**config.mk**
```make
export PLATFORM = sky130hd
export DESIGN_NAME = char_lcd_nibble_sequencer
export DESIGN_NICKNAME = d
export VERILOG_FILES = /design/src/hdl/clns_pkg.sv /design/src/hdl/clns_front.sv /design/src/hdl/clns_queue.sv /design/src/hdl/clns_back.sv /design/src/hdl/char_lcd_nibble_sequencer.sv
export SDC_FILE = /design/constraint.sdc
export NUM_CORES = 1
export LEC_CHECK = 0
export BUFFER_PORTS_ARGS = -buffer_cell sky130_fd_sc_hd__buf_2
export CAP_MARGIN = 20
export CORE_ASPECT_RATIO = 0.8
export CORE_MARGIN = 2
export CORE_UTILIZATION = 25
export CTS_CLUSTER_DIAMETER = 120
export CTS_CLUSTER_SIZE = 16
export DETAILED_ROUTE_END_ITERATION = 6
export GPL_TIMING_DRIVEN = 0
export PLACE_DENSITY = 0.39
export SLEW_MARGIN = 30
export SYNTH_ARGS = -nofsm -noshare
export SYNTH_HDL_FRONTEND = slang
export SYNTH_SLANG_ARGS = --single-unit
```
**constraint.sdc**
```tcl
create_clock -name clk_i -period 3.55 [get_ports clk_i]
set_input_delay 0.355 -clock clk_i [delete_from_list [all_inputs] [get_ports clk_i]]
set_output_delay 0.355 -clock clk_i [all_outputs]
set_load 0.01 [all_outputs]
```
**src/hdl/clns_pkg.sv**
```systemverilog
`timescale 1ns / 1ps
// ----------------------------------------------------------------------------
// clns_pkg: shared types, codes and step tables
// Request codes, the classified command word, the pin step word and the
// fixed power-up tables of the 4-bit LCD bus sequencer.
// ----------------------------------------------------------------------------
package clns_pkg;

  // Request codes
  localparam logic [2:0] OpInit   = 3'd0;
  localparam logic [2:0] OpCmd    = 3'd1;
  localparam logic [2:0] OpChar   = 3'd2;
  localparam logic [2:0] OpCursor = 3'd3;
  localparam logic [2:0] OpClear  = 3'd4;

  // Command queue geometry
  localparam int unsigned QueueDepth = 4;
  localparam int unsigned QueuePtrW  = $clog2(QueueDepth);
  localparam int unsigned QueueCntW  = $clog2(QueueDepth + 1);

  // Power-up preamble
  localparam int unsigned PreSteps  = 9;
  localparam int unsigned PreIdxW   = 4;
  localparam logic [PreIdxW-1:0] PreLastIdx = PreIdxW'(PreSteps - 1);
  localparam logic [2:0] InitLastByte = 3'd4;

  // Hold times in ms
  localparam logic [3:0] HoldShort = 4'd3;
  localparam logic [3:0] HoldLong  = 4'd6;
  localparam logic [3:0] HoldPulse = 4'd1;
  localparam logic [3:0] HoldNone  = 4'd0;

  // Classified request, as handed from front to back
  typedef struct packed {
    logic       is_init;
    logic       rs;
    logic [7:0] data;
    logic [3:0] tail_hold;
  } clns_cmd_t;

  // Position inside a request
  typedef struct packed {
    logic               in_pre;
    logic [PreIdxW-1:0] pre_idx;
    logic [2:0]         byte_idx;
    logic [1:0]         phase;
  } clns_pos_t;

  // One pin step
  typedef struct packed {
    logic       rs;
    logic       en;
    logic [3:0] nib;
    logic [3:0] hold;
    logic       last;
  } clns_step_t;

  // Preamble step table: {en, nibble, hold}
  function automatic logic [8:0] clns_pre(input logic [PreIdxW-1:0] idx);
    logic [8:0] r;
    case (idx)
      4'd0:    r = {1'b0, 4'd0, 4'd15};
      4'd1:    r = {1'b1, 4'd3, 4'd1};
      4'd2:    r = {1'b0, 4'd3, 4'd4};
      4'd3:    r = {1'b1, 4'd3, 4'd1};
      4'd4:    r = {1'b0, 4'd3, 4'd1};
      4'd5:    r = {1'b1, 4'd3, 4'd1};
      4'd6:    r = {1'b0, 4'd3, 4'd1};
      4'd7:    r = {1'b1, 4'd2, 4'd1};
      4'd8:    r = {1'b0, 4'd2, 4'd3};
      default: r = {1'b0, 4'd0, 4'd0};
    endcase
    return r;
  endfunction

  // Instruction bytes sent after the preamble
  function automatic logic [7:0] clns_init_byte(input logic [2:0] idx);
    logic [7:0] r;
    case (idx)
      3'd0:    r = 8'h28;
      3'd1:    r = 8'h08;
      3'd2:    r = 8'h01;
      3'd3:    r = 8'h03;
      3'd4:    r = 8'h0C;
      default: r = 8'h00;
    endcase
    return r;
  endfunction

  // Start position of a request
  function automatic clns_pos_t clns_start(input clns_cmd_t cmd);
    clns_pos_t p;
    p.in_pre   = cmd.is_init;
    p.pre_idx  = '0;
    p.byte_idx = '0;
    p.phase    = '0;
    return p;
  endfunction

  // Pin step at a given position
  function automatic clns_step_t clns_step(input clns_cmd_t cmd, input clns_pos_t pos);
    clns_step_t s;
    logic [8:0] pre;
    logic [7:0] b;
    logic [3:0] tail;
    logic       fin;
    pre  = clns_pre(pos.pre_idx);
    b    = cmd.is_init ? clns_init_byte(pos.byte_idx) : cmd.data;
    tail = cmd.is_init ? HoldLong : cmd.tail_hold;
    fin  = !cmd.is_init || (pos.byte_idx == InitLastByte);
    s.rs = cmd.is_init ? 1'b0 : cmd.rs;
    if (pos.in_pre) begin
      s.en   = pre[8];
      s.nib  = pre[7:4];
      s.hold = pre[3:0];
      s.last = 1'b0;
    end else begin
      s.en   = !pos.phase[0];
      s.nib  = pos.phase[1] ? b[3:0] : b[7:4];
      case (pos.phase)
        2'd0:    s.hold = HoldPulse;
        2'd1:    s.hold = HoldNone;
        2'd2:    s.hold = HoldPulse;
        default: s.hold = tail;
      endcase
      s.last = (pos.phase == 2'd3) && fin;
    end
    return s;
  endfunction

  // Position after the given one (meaningless after the last step)
  function automatic clns_pos_t clns_next(input clns_pos_t pos);
    clns_pos_t n;
    n = pos;
    if (pos.in_pre) begin
      if (pos.pre_idx == PreLastIdx) begin
        n.in_pre   = 1'b0;
        n.byte_idx = '0;
        n.phase    = '0;
      end else begin
        n.pre_idx = pos.pre_idx + 1'b1;
      end
    end else if (pos.phase == 2'd3) begin
      n.byte_idx = pos.byte_idx + 1'b1;
      n.phase    = '0;
    end else begin
      n.phase = pos.phase + 1'b1;
    end
    return n;
  endfunction

endpackage

```
**src/hdl/clns_front.sv**
```systemverilog
`timescale 1ns / 1ps
// ----------------------------------------------------------------------------
// clns_front: request intake and classification
// Registers one request, turns it into a command word and drops unknown codes.
// ----------------------------------------------------------------------------
module clns_front (
  input  logic              clk_i,
  input  logic              rst_ni,
  input  logic              push,
  output logic              full,
  input  logic [2:0]        operation_i,
  input  logic [7:0]        value_i,
  input  logic [1:0]        row_i,
  input  logic [5:0]        column_i,
  output logic              cmd_valid_o,
  output clns_pkg::clns_cmd_t cmd_o,
  input  logic              cmd_full_i
);
  import clns_pkg::*;

  logic      valid_q, valid_d;
  clns_cmd_t cmd_q, cmd_d;
  logic      known;
  logic      handoff;
  logic      take;
  logic [7:0] pos;

  assign handoff = valid_q && !cmd_full_i;
  assign full    = valid_q && cmd_full_i;
  assign take    = push && !full;

  always_comb begin
    pos = 8'h80;
    if (row_i == 2'd2) begin
      pos = pos | 8'h40;
    end
    if (column_i[5:4] == 2'b00) begin
      pos = pos | {4'b0000, column_i[3:0]};
    end
  end

  always_comb begin
    known             = 1'b1;
    cmd_d.is_init     = 1'b0;
    cmd_d.rs          = 1'b0;
    cmd_d.data        = value_i;
    cmd_d.tail_hold   = HoldShort;
    case (operation_i)
      OpInit: begin
        cmd_d.is_init   = 1'b1;
        cmd_d.tail_hold = HoldLong;
      end
      OpCmd: begin
        cmd_d.rs = 1'b0;
      end
      OpChar: begin
        cmd_d.rs = 1'b1;
      end
      OpCursor: begin
        cmd_d.data = pos;
      end
      OpClear: begin
        cmd_d.data      = 8'h01;
        cmd_d.tail_hold = HoldLong;
      end
      default: begin
        known = 1'b0;
      end
    endcase
  end

  always_comb begin
    valid_d = valid_q;
    if (handoff) begin
      valid_d = 1'b0;
    end
    if (take && known) begin
      valid_d = 1'b1;
    end
  end

  always_ff @(posedge clk_i or negedge rst_ni) begin
    if (!rst_ni) begin
      valid_q <= 1'b0;
    end else begin
      valid_q <= valid_d;
    end
  end

  always_ff @(posedge clk_i) begin
    if (take && known) begin
      cmd_q <= cmd_d;
    end
  end

  assign cmd_valid_o = valid_q;
  assign cmd_o       = cmd_q;

endmodule

```
**src/hdl/clns_queue.sv**
```systemverilog
`timescale 1ns / 1ps
// ----------------------------------------------------------------------------
// clns_queue: command queue
// Short first-in first-out store of command words between front and back.
// ----------------------------------------------------------------------------
module clns_queue (
  input  logic                clk_i,
  input  logic                rst_ni,
  input  logic                wr_i,
  input  clns_pkg::clns_cmd_t wr_data_i,
  output logic                full_o,
  input  logic                rd_i,
  output clns_pkg::clns_cmd_t rd_data_o,
  output logic                empty_o
);
  import clns_pkg::*;

  clns_cmd_t             mem_q [QueueDepth];
  logic [QueuePtrW-1:0]  wr_ptr_q, rd_ptr_q;
  logic [QueueCntW-1:0]  cnt_q, cnt_d;
  logic                  do_wr, do_rd;

  assign full_o    = (cnt_q == QueueCntW'(QueueDepth));
  assign empty_o   = (cnt_q == '0);
  assign do_wr     = wr_i && !full_o;
  assign do_rd     = rd_i && !empty_o;
  assign rd_data_o = mem_q[rd_ptr_q];

  always_comb begin
    cnt_d = cnt_q;
    if (do_wr && !do_rd) begin
      cnt_d = cnt_q + 1'b1;
    end else if (do_rd && !do_wr) begin
      cnt_d = cnt_q - 1'b1;
    end
  end

  always_ff @(posedge clk_i or negedge rst_ni) begin
    if (!rst_ni) begin
      wr_ptr_q <= '0;
      rd_ptr_q <= '0;
      cnt_q    <= '0;
    end else begin
      cnt_q <= cnt_d;
      if (do_wr) begin
        wr_ptr_q <= wr_ptr_q + 1'b1;
      end
      if (do_rd) begin
        rd_ptr_q <= rd_ptr_q + 1'b1;
      end
    end
  end

  always_ff @(posedge clk_i) begin
    if (do_wr) begin
      mem_q[wr_ptr_q] <= wr_data_i;
    end
  end

endmodule

```
**src/hdl/clns_back.sv**
```systemverilog
`timescale 1ns / 1ps
// ----------------------------------------------------------------------------
// clns_back: pin step generator
// Walks each command word through its pin steps into an output register, one
// step a cycle while that register is empty or being popped.
// ----------------------------------------------------------------------------
module clns_back (
  input  logic                 clk_i,
  input  logic                 rst_ni,
  input  logic                 cmd_empty_i,
  input  clns_pkg::clns_cmd_t  cmd_i,
  output logic                 cmd_rd_o,
  output logic                 empty,
  input  logic                 pop,
  output clns_pkg::clns_step_t step_o
);
  import clns_pkg::*;

  logic       busy_q, busy_d;
  clns_cmd_t  cur_q;
  clns_pos_t  pos_q;
  clns_cmd_t  src_cmd;
  clns_pos_t  src_pos;
  clns_step_t step;
  logic       have;
  logic       fire;
  logic       out_valid_q;
  clns_step_t out_q;

  // Start a fresh command straight from the queue head when idle
  assign src_cmd  = busy_q ? cur_q : cmd_i;
  assign src_pos  = busy_q ? pos_q : clns_start(cmd_i);
  assign have     = busy_q || !cmd_empty_i;
  assign step     = clns_step(src_cmd, src_pos);
  assign fire     = have && (!out_valid_q || pop);
  assign cmd_rd_o = fire && !busy_q;

  always_comb begin
    busy_d = busy_q;
    if (fire) begin
      busy_d = !step.last;
    end
  end

  always_ff @(posedge clk_i or negedge rst_ni) begin
    if (!rst_ni) begin
      busy_q      <= 1'b0;
      out_valid_q <= 1'b0;
    end else begin
      busy_q <= busy_d;
      if (fire) begin
        out_valid_q <= 1'b1;
      end else if (pop) begin
        out_valid_q <= 1'b0;
      end
    end
  end

  always_ff @(posedge clk_i) begin
    if (fire) begin
      cur_q <= src_cmd;
      pos_q <= clns_next(src_pos);
      out_q <= step;
    end
  end

  assign empty  = !out_valid_q;
  assign step_o = out_q;

endmodule

```
**src/hdl/char_lcd_nibble_sequencer.sv**
```systemverilog
`timescale 1ns / 1ps
// ----------------------------------------------------------------------------
// char_lcd_nibble_sequencer: 4-bit character-LCD bus step sequencer
// Turns LCD requests (init, command, character, set cursor, clear) into the
// list of pin steps that drive a 4-bit character-LCD bus.
// ----------------------------------------------------------------------------
// Usage:
//   Request side is a queue write port: present operation_i, value_i, row_i
//   and column_i with push high; the word is taken at a clock edge where
//   full is low. Unknown operation codes are taken and dropped.
//   Step side is a queue read port: while empty is low the oldest pin step
//   sits on reg_select_o, enable_o, nibble_o, hold_ms_o and last_o; pulse
//   pop to take it. last_o marks the final step of a request.
//   Each byte request yields 4 steps, one per cycle while pop keeps up, and
//   requests run back to back; init yields 29 steps. The rate is set by the
//   step generator, which emits one step per cycle unless pop stalls it.
//   The first step of a request passes the intake register, then the
//   command queue, then the step register, before it shows up.
//   A 4-deep command queue sits between intake and generator, so intake
//   keeps taking requests while the generator works or is stalled.
//   When pop stays low the step register holds, the generator stops, and the
//   queue fills until full rises. Reset empties every stage; no step is
//   pending after reset. Holding the pins for hold_ms is left to the user.
// ----------------------------------------------------------------------------
module char_lcd_nibble_sequencer (
  input  logic       clk_i,
  input  logic       rst_ni,
  input  logic       push,
  output logic       full,
  input  logic [2:0] operation_i,
  input  logic [7:0] value_i,
  input  logic [1:0] row_i,
  input  logic [5:0] column_i,
  output logic       empty,
  input  logic       pop,
  output logic       reg_select_o,
  output logic       enable_o,
  output logic [3:0] nibble_o,
  output logic [3:0] hold_ms_o,
  output logic       last_o
);
  import clns_pkg::*;

  // Intake -> queue
  logic       front_valid;
  clns_cmd_t  front_cmd;
  logic       q_full;
  // Queue -> generator
  logic       q_empty;
  clns_cmd_t  q_cmd;
  logic       q_rd;
  // Step register
  clns_step_t step;

  // Classify requests and hold one in the intake register
  clns_front u_front (
    .clk_i       (clk_i),
    .rst_ni      (rst_ni),
    .push        (push),
    .full        (full),
    .operation_i (operation_i),
    .value_i     (value_i),
    .row_i       (row_i),
    .column_i    (column_i),
    .cmd_valid_o (front_valid),
    .cmd_o       (front_cmd),
    .cmd_full_i  (q_full)
  );

  // Decouple intake from the generator
  clns_queue u_queue (
    .clk_i     (clk_i),
    .rst_ni    (rst_ni),
    .wr_i      (front_valid),
    .wr_data_i (front_cmd),
    .full_o    (q_full),
    .rd_i      (q_rd),
    .rd_data_o (q_cmd),
    .empty_o   (q_empty)
  );

  // Advance through the pin steps of each command
  clns_back u_back (
    .clk_i       (clk_i),
    .rst_ni      (rst_ni),
    .cmd_empty_i (q_empty),
    .cmd_i       (q_cmd),
    .cmd_rd_o    (q_rd),
    .empty       (empty),
    .pop         (pop),
    .step_o      (step)
  );

  assign reg_select_o = step.rs;
  assign enable_o     = step.en;
  assign nibble_o     = step.nib;
  assign hold_ms_o    = step.hold;
  assign last_o       = step.last;

endmodule
```
==> reports/metrics.cfg, run 1 <==
[drt]
firstDrtPassIters = 4
routedWlPerCell_um = 15.1
routed_via_density = 4.24
ant_nets = 0
vias = 2722
drtIter0Drc = 144
drt_wl_total_mm = 9.70
route.detailed.drc = 0

[synthesis]
synth_top_area_cell = edfxtp_1
synth-seq-area-share_pct = 66.3
synth_top_area_share_pct = 60.9
synth_area_um2 = 4680
yosys_warnings = 0
synth_cells = 337
synth_edf_count = 95
synth_nets = 376
ys_async_sr_fraction_pct = 9.52
ys_seq_elements = 105
synth_area_leaders = edfxtp_1, dfrtp_1, mux4_2
ys.flop_type = edfxtp_1
synthDistinctLibCells = 48
avgSynthCellArea_um2 = 13.9

[clock_network]
clkTransAtPathRegs_ns = 0.08
post_cts_resized = 0
htree_levels = 3
post_cts_buffers = 0
clockBufferDepth = 2
cts_sinks = 105
worstSkewPairLatency_ns = 0.35
clockRootBuffer = clkbuf_16
numCtsBuffers = 9
cts_tree = done

[timing]
period_minus_slack_ns = 3.08
fin_skew_ns = 0.0138
worst_pin_slew_ns = 0.723
finalHoldViolations = 0
fin_crit_sh_pct = 86.9
setup_violations = 0
whs_ns = 0.245
slew_viol_final = 0
slew_headroom_pct = 51.7
grt_setup_unrepaired = false
max_freq_mhz = 324

[run_status]
outcome = finished, final reports clean

[setup_path]
regToRegStartpoint = u_back.busy_q
r2r_end = u_back.step_o[6]
critPathMaxFanout = 10
crit_arrival_ns = 3.19
critPathRequiredTime_ns = 3.66
endpoint_kind = flop
reg2reg_setup_slack_ns = 0.47
cp-start-kind = flop
r2r_cells = 8
critPathKind = reg2reg

[final_layout]
fin_nets = 423
syn_to_final_growth_pct = 17.6
antenna_cells = 0
drive_gt1_share_pct = 19.5
final_common_cell = edfxtp_1
design_area_um2 = 5510
fillers = 1850
layout_common_cells = edfxtp_1, nand2_1, buf_2, inv_1

[min_path]
hold_start = push
min_to = u_front.cmd_valid_o
min_path_cells = 3
min-delay-path-class = in2reg

[floorplanning]
die_h_um = 126
die_area_um2 = 19800
coreArea_um2 = 18200
rows = 44
die_w_um = 157
start_util_pct = 25.7
io_pins = 36

[placement]
portBuffers = 34
place_area_um2 = 5210
post-dp-hpwl_mm = 6.64
globalplace.congestion = 0.772

[global_route]
antenna_found_initial = 0
grt_max_degree = 20
grt_pass1_wl_mm = 15.6
grt_pass1_vias = 2825
grt.total_usage_pct = 10.6
grt-ovfl-total = 0

[power_and_ir_drop]
vdd_drop_max_v = 0.000209
total_leakage_power_uw = 0.00207
powerDensity_nw_per_um2 = 792

[job]
drv_cap = 0

## worst max path at each step
stage	startpoint	end	slack, ns	depth (start not counted)
after floorplan	u_back.busy_q	u_back.cur_q[0]	0.67	3
after global placement	u_back.busy_q	u_back.step_o[9]	-0.57	3
after detailed placement	u_back.busy_q	u_back.step_o[6]	0.39	8
after CTS	u_back.busy_q	u_back.step_o[6]	0.41	8
after global routing	u_back.busy_q	u_back.step_o[6]	0.28	8
final	u_back.busy_q	u_back.step_o[6]	0.47	8
## sequential cells by signal (all words and copies together) (netlist names), 2 cells and up
name,count
u_queue.cnt_q,3
u_front.cmd_o,12
u_back.cur_q,14
u_queue.wr_ptr_q,2
u_back.step_o,11
u_back.pos_q,10
u_queue.mem_q,48
u_queue.rd_ptr_q,2
## routing by layer
metal | track usage [%] | part of all wire [%] | wire length (µm) | up-vias
met2 | 16.3 | 45 | 4410 | 53
met3 | 3.96 | 4.2 | 412 | 5
li1 | - | - | - | 1337
met1 | 14.0 | 50 | 4820 | 1327
met4 | 2.86 | 0.70 | 68 | 0
met5 | 0 | 0 | 0 | -
## where the power goes
group / switching [µW] / internal, µW
combinational: 898 / 600
sequential: 132 / 1770
clock: 476 / 489
total: 1510 / 2860
## metrics by stage
step | instances | total power (µW) | setup slack (ns) | TNS [ns] | util (%)
after detailed placement | 625 | 3460 | 0.387 | 0 | 28.6
after floorplan | 337 | 2970 | 0.669 | 0 | -
final | 642 | 4360 | 0.466 | 0 | 30.2
after global placement | 624 | 3430 | -0.566 | -20.28 | 28.4
after CTS | 642 | 4440 | 0.410 | 0 | 30.2
after global routing | 642 | 4680 | 0.279 | 0 | 30.2
## Yosys cell counts, types with 5 or more instances
master    count
a21oi_1      16
and2_1        8
dfrtp_1      10
edfxtp_1     95
ha_1         15
inv_1        19
mux2i_1       6
mux4_2       10
nand2_1      55
nand2b_1      5
nand3_1       6
nor2_1       14
nor3_1        5
o21ai_0      12
xnor2_1       5
## kinds of logic (layout without fill, tap and decap cells)
logic type,after synthesis,in the layout,share of synthesized area (%)
DFF,105,105,66.3
and+or+nand+nor,101,101,9.57
AOI/OAI and AO/OA,57,57,8.31
buffers and inverters,30,82,2.75
muxes,19,19,6.98
adders and majority gates,16,16,4.44
xor gates and xnor gates,9,9,1.68
## critical path, cell delays in order, from the launching register on
cell	delay, ns
dfrtp_1	0.43
buf_2	0.27
clkbuf_1	0.49
nand2_1	0.23
ha_1	0.28
o31a_1	0.30
o21a_1	0.17
mux4_2	0.47
a21o_1	0.21
## area by class of cell
type / instances / area, µm² / area share [%]
flip-flops and latches: 105 / 3100 / 56.4
inverters: 19 / 71.3 / 1.30
clock buffers: 9 / 225 / 4.09
well taps: 253 / 317 / 5.75
multi-input cells: 202 / 1460 / 26.6
plain buffers: 11 / 57.6 / 1.05
repair buffers: 36 / 208 / 3.77
clock inverters: 7 / 60.1 / 1.09
## repair_timing
item / in CTS / in global routing
hold endpoints to repair: 10 / 0
setup endpoints to repair: 0 / 0
hold buffers: 1 / 0
(Power assumes the default switching activity.)
==> inputs of run 2 (changes only) <==
--- a/config.mk
+++ b/config.mk
@@ -5,6 +5,7 @@
 export SDC_FILE = /design/constraint.sdc
 export NUM_CORES = 1
 export LEC_CHECK = 0
+export ABC_AREA = 1
 export BUFFER_PORTS_ARGS = -buffer_cell sky130_fd_sc_hd__buf_2
 export CAP_MARGIN = 20
 export CORE_ASPECT_RATIO = 0.8
==> constraint.sdc (replaced) <==
create_clock -name clk_i -period 3.1 [get_ports clk_i]
set_input_delay 0.31 -clock clk_i [delete_from_list [all_inputs] [get_ports clk_i]]
set_output_delay 0.31 -clock clk_i [all_outputs]
set_load 0.01 [all_outputs]
==> run 2 against run 1 <==
Against the previous run:
- first-iteration DRC count up 31%
- wire length grew 11%
- largest power group unchanged
- sequential share of layout area shrank 2.1 points
- register-to-register slack worse by 0.06 ns
- hold slack got worse by 0.059 ns
- sequential cell count unchanged
- highest routed layer unchanged
- setup slack worse by 0.064 ns
- critical path depth up 1
- cell area is 3.8% higher
- global-route usage rose by 0.66 points
- area after synthesis grew 4.7%
- clock power is 18% higher
==> reports/metrics.cfg, run 2 <==
[synthesis]
synth_cells = 444
synthDistinctLibCells = 37
synth_top_area_share_pct = 58.2
synth_edf_count = 95
synth_area_um2 = 4900
yosys-top-cells-count = nand2_1, edfxtp_1, inv_1
ys_seq_elements = 105
yosys_warnings = 0
ys.flop_type = edfxtp_1
ys_async_sr_fraction_pct = 9.52
synth_area_leaders = edfxtp_1, nand2_1, dfrtp_1
synth_nets = 483
avgSynthCellArea_um2 = 11.0
synth_top_area_cell = edfxtp_1
synth-seq-area-share_pct = 63.3
yosysMostFrequentCell = nand2_1

[timing]
slew_headroom_pct = 43.2
max_freq_mhz = 371
slew_viol_final = 0
period_minus_slack_ns = 2.70
grt_setup_unrepaired = false
finalHoldViolations = 0
worst_pin_slew_ns = 0.851
fin_skew_ns = 0.00756
fin_ws_ns = 0.402
fin_crit_sh_pct = 87.0
setup_violations = 0
tns_ns = 0

[global_route]
antenna_found_initial = 0
grt.total_usage_pct = 11.2
grt_max_degree = 38
grt_pass1_wl_mm = 17.4
grt-ovfl-total = 0
grt_pass1_vias = 3138

[clock_network]
clkTransAtPathRegs_ns = 0.08
cts_sinks = 105
clockBufferDepth = 2
numCtsBuffers = 9
htree_levels = 3
cts_tree = done
post_cts_resized = 0
clockRootBuffer = clkbuf_16
worstSkewPairLatency_ns = 0.36

[power_and_ir_drop]
powerDensity_nw_per_um2 = 975
total_leakage_power_uw = 0.00236
finalPower_uw = 5570
vdd_drop_max_v = 0.000274

[placement]
globalplace.congestion = 0.747
portBuffers = 35
place_ws_ns = 0.321
post-dp-hpwl_mm = 7.52

[floorplanning]
io_pins = 36
start_util_pct = 25.7
die_h_um = 129
die_area_um2 = 20800
rows = 45
coreArea_um2 = 19100
die_w_um = 161

[drt]
drtIter0Drc = 188
firstDrtPassIters = 4
route.detailed.drc = 0
drt_wl_total_mm = 10.7
ant_nets = 0
routedWlPerCell_um = 14.2
routed_via_density = 4.14
vias = 3123

[final_layout]
fillers = 1989
layout_common_cells = nand2_1, edfxtp_1, inv_1, nor2_1, buf_2
post-route-util_pct = 30.0
final_common_cell = nand2_1
fin_nets = 530
antenna_cells = 0
drive_gt1_share_pct = 20.6
largest_reg_flops = 48
regMostFlops = u_queue.mem_q
syn_to_final_growth_pct = 16.6

[setup_path]
r2r_cells = 9
cp-start-kind = flop
regToRegStartpoint = u_back.busy_q
critPathKind = reg2reg
reg2reg_setup_slack_ns = 0.40
crit_arrival_ns = 2.94
r2r_end = u_queue.cnt_q[1]
critPathRequiredTime_ns = 3.35
endpoint_kind = flop
critPathMaxFanout = 37

[min_path]
min_path_cells = 3
min_to = u_front.cmd_valid_o
min-delay-path-class = in2reg
hold_start = push

[run_status]
outcome = finished, final reports clean

[job]
drv_cap = 0

[run 2: cell types whose count changed after synthesis, sizes merged, moves of 6 or more]
cell	before	now
nor2	14	47
inv	19	52
mux4	10	0
or2	1	7
nand3	6	24
mux2i	6	0
and2	8	0
o21ai	12	35
nand2	56	108
[run 2: how the worst max path moves through the flow]
stage | start | end
6_report | u_back.busy_q | u_queue.cnt_q[1]
5_1_grt | u_back.busy_q | u_queue.cnt_q[1]
3_5_place_dp | u_back.busy_q | u_queue.cnt_q[1]
3_3_place_gp | u_back.busy_q | u_queue.cnt_q[1]
2_1_floorplan | u_back.busy_q | u_queue.cnt_q[2]
4_1_cts | u_back.busy_q | u_queue.cnt_q[1]
[run 2: logic make-up (layout without fill, tap and decap cells)]
group / after synthesis / count (layout) / synth area share (%)
simple gates: 190 / 190 / 16.8
flops: 105 / 105 / 63.3
buf+inv: 65 / 117 / 6.86
compound gates: 62 / 62 / 7.76
xor+xnor: 6 / 6 / 1.07
fa+ha+maj: 16 / 16 / 4.24
[run 2: worst max-delay path: stages, from the launching register on]
cell and delay (ns):
dfrtp_1 0.51, buf_6 0.22, o21ai_2 0.11, inv_2 0.63
nand2_1 0.21, ha_1 0.24, inv_1 0.10, fa_1 0.42
nor2_1 0.10, a21oi_1 0.04
[run 2: layer usage]
layer	GRT usage [%]	routed length, µm	up-vias
met5	0	0	-
met4	4.13	183	0
met3	2.85	364	14
met2	17.3	4680	56
met1	15.4	5510	1463
li1	-	-	1590
[run 2: through the flow]
step	area, µm²	cells	hold WS [ns]
global route	5720	754	0.190
finish	5720	754	0.186
detailed placement	5410	737	0.206
CTS	5720	754	0.176
floorplan	4900	444	0.0144
global placement	5400	737	0.205
[run 2: power by group]
group,internal (µW),switching (µW)
Clock,571,572
Sequential,2080,157
Combinational,765,1430
[run 2: area by class of cell]
cell class	count	area (µm²)	area share (%)
clock buffer	9	225	3.94
timing repair buffer	36	185	3.24
multi-input combinational	274	1480	25.8
inverter	52	203	3.55
tap	258	323	5.65
clock inverter	7	67.6	1.18
sequential	105	3100	54.3
buffer	13	134	2.34
[run 2: repair_timing]
item | in CTS | in global routing
endpoints found under the hold margin | 10 | 0
setup buffers | 0 | 0
hold buffers | 1 | 0
setup endpoints to repair | 0 | 0
==> inputs of run 3 (changes only) <==
--- a/config.mk
+++ b/config.mk
@@ -8,6 +8,8 @@
 export ABC_AREA = 1
 export BUFFER_PORTS_ARGS = -buffer_cell sky130_fd_sc_hd__buf_2
 export CAP_MARGIN = 20
+export CELL_PAD_IN_SITES_DETAIL_PLACEMENT = 1
+export CELL_PAD_IN_SITES_GLOBAL_PLACEMENT = 2
 export CORE_ASPECT_RATIO = 0.8
 export CORE_MARGIN = 2
 export CORE_UTILIZATION = 25
@@ -15,7 +17,7 @@
 export CTS_CLUSTER_SIZE = 16
 export DETAILED_ROUTE_END_ITERATION = 6
 export GPL_TIMING_DRIVEN = 0
-export PLACE_DENSITY = 0.39
+export PLACE_DENSITY = 0.53
 export SLEW_MARGIN = 30
 export SYNTH_ARGS = -nofsm -noshare
 export SYNTH_HDL_FRONTEND = slang
==> run 3 against run 2 <==
Against the previous run:
- first-iteration DRC count fell by 15%
- combinational power rose by 2%
- fmax is 1.7% lower
- setup slack got worse by 0.047 ns
- via count up 1.5%
- clock-buffer cell count is 2 higher
- cell count down 0.13%
- global-route usage up 1.1 points
- sequential share of layout area is 0.11 points higher
- sequential cell count stayed put
- clock skew decreased by 0.00059 ns
- non-clock buffer count did not move
- critical path type unchanged
- critical endpoint unchanged
- largest cell class unchanged
- largest power group unchanged
==> reports/metrics.cfg, run 3 (same netlist as run 2, synthesis figures left out) <==
[timing]
period_minus_slack_ns = 2.75
slew_headroom_pct = 43.2
max_freq_mhz = 364
fin_skew_ns = 0.00697
slew_viol_final = 0
worst_pin_slew_ns = 0.851
grt_setup_unrepaired = false
setup_violations = 0
finalHoldViolations = 0
fin_crit_sh_pct = 88.6
fin_ws_ns = 0.355
whs_ns = 0.204
tns_ns = 0

[final_layout]
final_common_cell = nand2_1
design_area_um2 = 5710
syn_to_final_growth_pct = 16.4
drive_gt1_share_pct = 20.4
fin_nets = 530
antenna_cells = 0
largest_reg_flops = 48
regMostFlops = u_queue.mem_q
layout_common_cells = nand2_1, edfxtp_1, inv_1, nor2_1, buf_2

[clock_network]
post_cts_buffers = 0
post_cts_resized = 0
clockRootBuffer = clkbuf_16
clkTransAtPathRegs_ns = 0.07
clockBufferDepth = 2
cts_tree = done
worstSkewPairLatency_ns = 0.35
numCtsBuffers = 9
htree_levels = 3
cts_sinks = 105

[placement]
place_area_um2 = 5410
globalplace.congestion = 0.735
place_ws_ns = 0.292
post-dp-hpwl_mm = 8.43
portBuffers = 35

[setup_path]
regToRegStartpoint = u_back.busy_q
critPathMaxFanout = 37
critPathMaxStageDelay_ns = 0.63
cp-start-kind = flop
crit_path_top_delay_cell = inv_2
crit_buf_inv = 3
critPathKind = reg2reg
endpoint_kind = flop
crit_arrival_ns = 2.98
crit_family = buffers and inverters
cp_cell_sequence = buf_6 > o21ai_2 > inv_2 > nand2_1 > ha_1 > inv_1 > fa_1 > nor2_1 > a21oi_1
crit_start = u_back.busy_q
critPathRequiredTime_ns = 3.34

[drt]
ant_nets = 0
firstDrtPassIters = 4
route.detailed.drc = 0
drt_wl_total_mm = 11.6
routedWlPerCell_um = 15.4
vias = 3169
routed_via_density = 4.21
drtIter0Drc = 159

[floorplanning]
start_util_pct = 25.7
die_area_um2 = 20800
die_w_um = 161
die_h_um = 129
coreArea_um2 = 19100
rows = 45
io_pins = 36

[min_path]
min-delay-path-class = in2reg
hold_start = push

[global_route]
grt_pass1_wl_mm = 19.3
grt-ovfl-total = 0
grt_max_degree = 38
grt.total_usage_pct = 12.3
antenna_found_initial = 0
grt_pass1_vias = 3465

[power_and_ir_drop]
total_leakage_power_uw = 0.00235
powerDensity_nw_per_um2 = 979
vdd_drop_max_v = 0.000298
finalPower_uw = 5590

[run_status]
outcome = finished, final reports clean

[job]
drv_cap = 0

==> run 3: cell types whose count changed in the layout (fill, tap and decap cells not counted) <==
cell        delta
inv_6          -1
inv_8          -4
clkbuf_8       +2
clkinvlp_4     +2
==> run 3: final cells by class <==
| class | instances | area [µm²] |
|---|---|---|
| fillers | 2129 | 13400 |
| multi-input cells | 274 | 1480 |
| repair buffers | 36 | 185 |
| flip-flops and latches | 105 | 3100 |
| well taps | 258 | 323 |
| inverters | 52 | 203 |
| clock buffers | 11 | 253 |
| clock inverters | 4 | 28.8 |
| plain buffers | 13 | 134 |
==> run 3: repair_timing <==
item / in CTS / in global routing
setup endpoints to repair: 0 / 0
hold buffers: 1 / 0
hold endpoints to repair: 10 / 0
==> run 3: where the power goes <==
| part | internal [µW] | switching (µW) |
|---|---|---|
| Combinational | 765 | 1460 |
| Clock | 585 | 523 |
| Sequential | 2080 | 167 |
==> run 3: metal layers <==
| metal | part of all wire (%) | track usage (%) | vias to the layer above |
|---|---|---|---|
| li1 | - | - | 1587 |
| met1 | 52 | 17.6 | 1545 |
| met2 | 44 | 19.1 | 29 |
| met3 | 2.7 | 2.69 | 8 |
| met4 | 0.99 | 3.02 | 0 |
| met5 | 0 | 0 | - |
==> run 3: final timing paths <==
check / slack, ns / to / depth (start not counted)
max: 0.35 / u_queue.cnt_q[1] / 9
min: 0.20 / u_front.cmd_valid_o / 3
max reg2reg: 0.35 / u_queue.cnt_q[1] / 9
min reg2reg: 0.51 / u_queue.mem_q[2][6] / 0
max in group asynchronous: 2.54 / u_queue.rd_ptr_q[1] / 2
min in group asynchronous: 0.35 / u_front.cmd_valid_o / 2
==> run 3: worst register-to-register path: cells and delay by family (launching register included) <==
kind            cells  cell delay [ns]
flops               1             0.54
compound gates      2             0.16
simple gates        2             0.31
fa+ha+maj           2             0.67
buf+inv             3             0.96
==> run 3: per-stage QoR <==
step	instances	util, %
6_report	753	29.9
5_1_grt	753	29.9
4_1_cts	753	29.9
3_5_place_dp	737	28.4
3_3_place_gp	737	28.3
2_1_floorplan	444	-
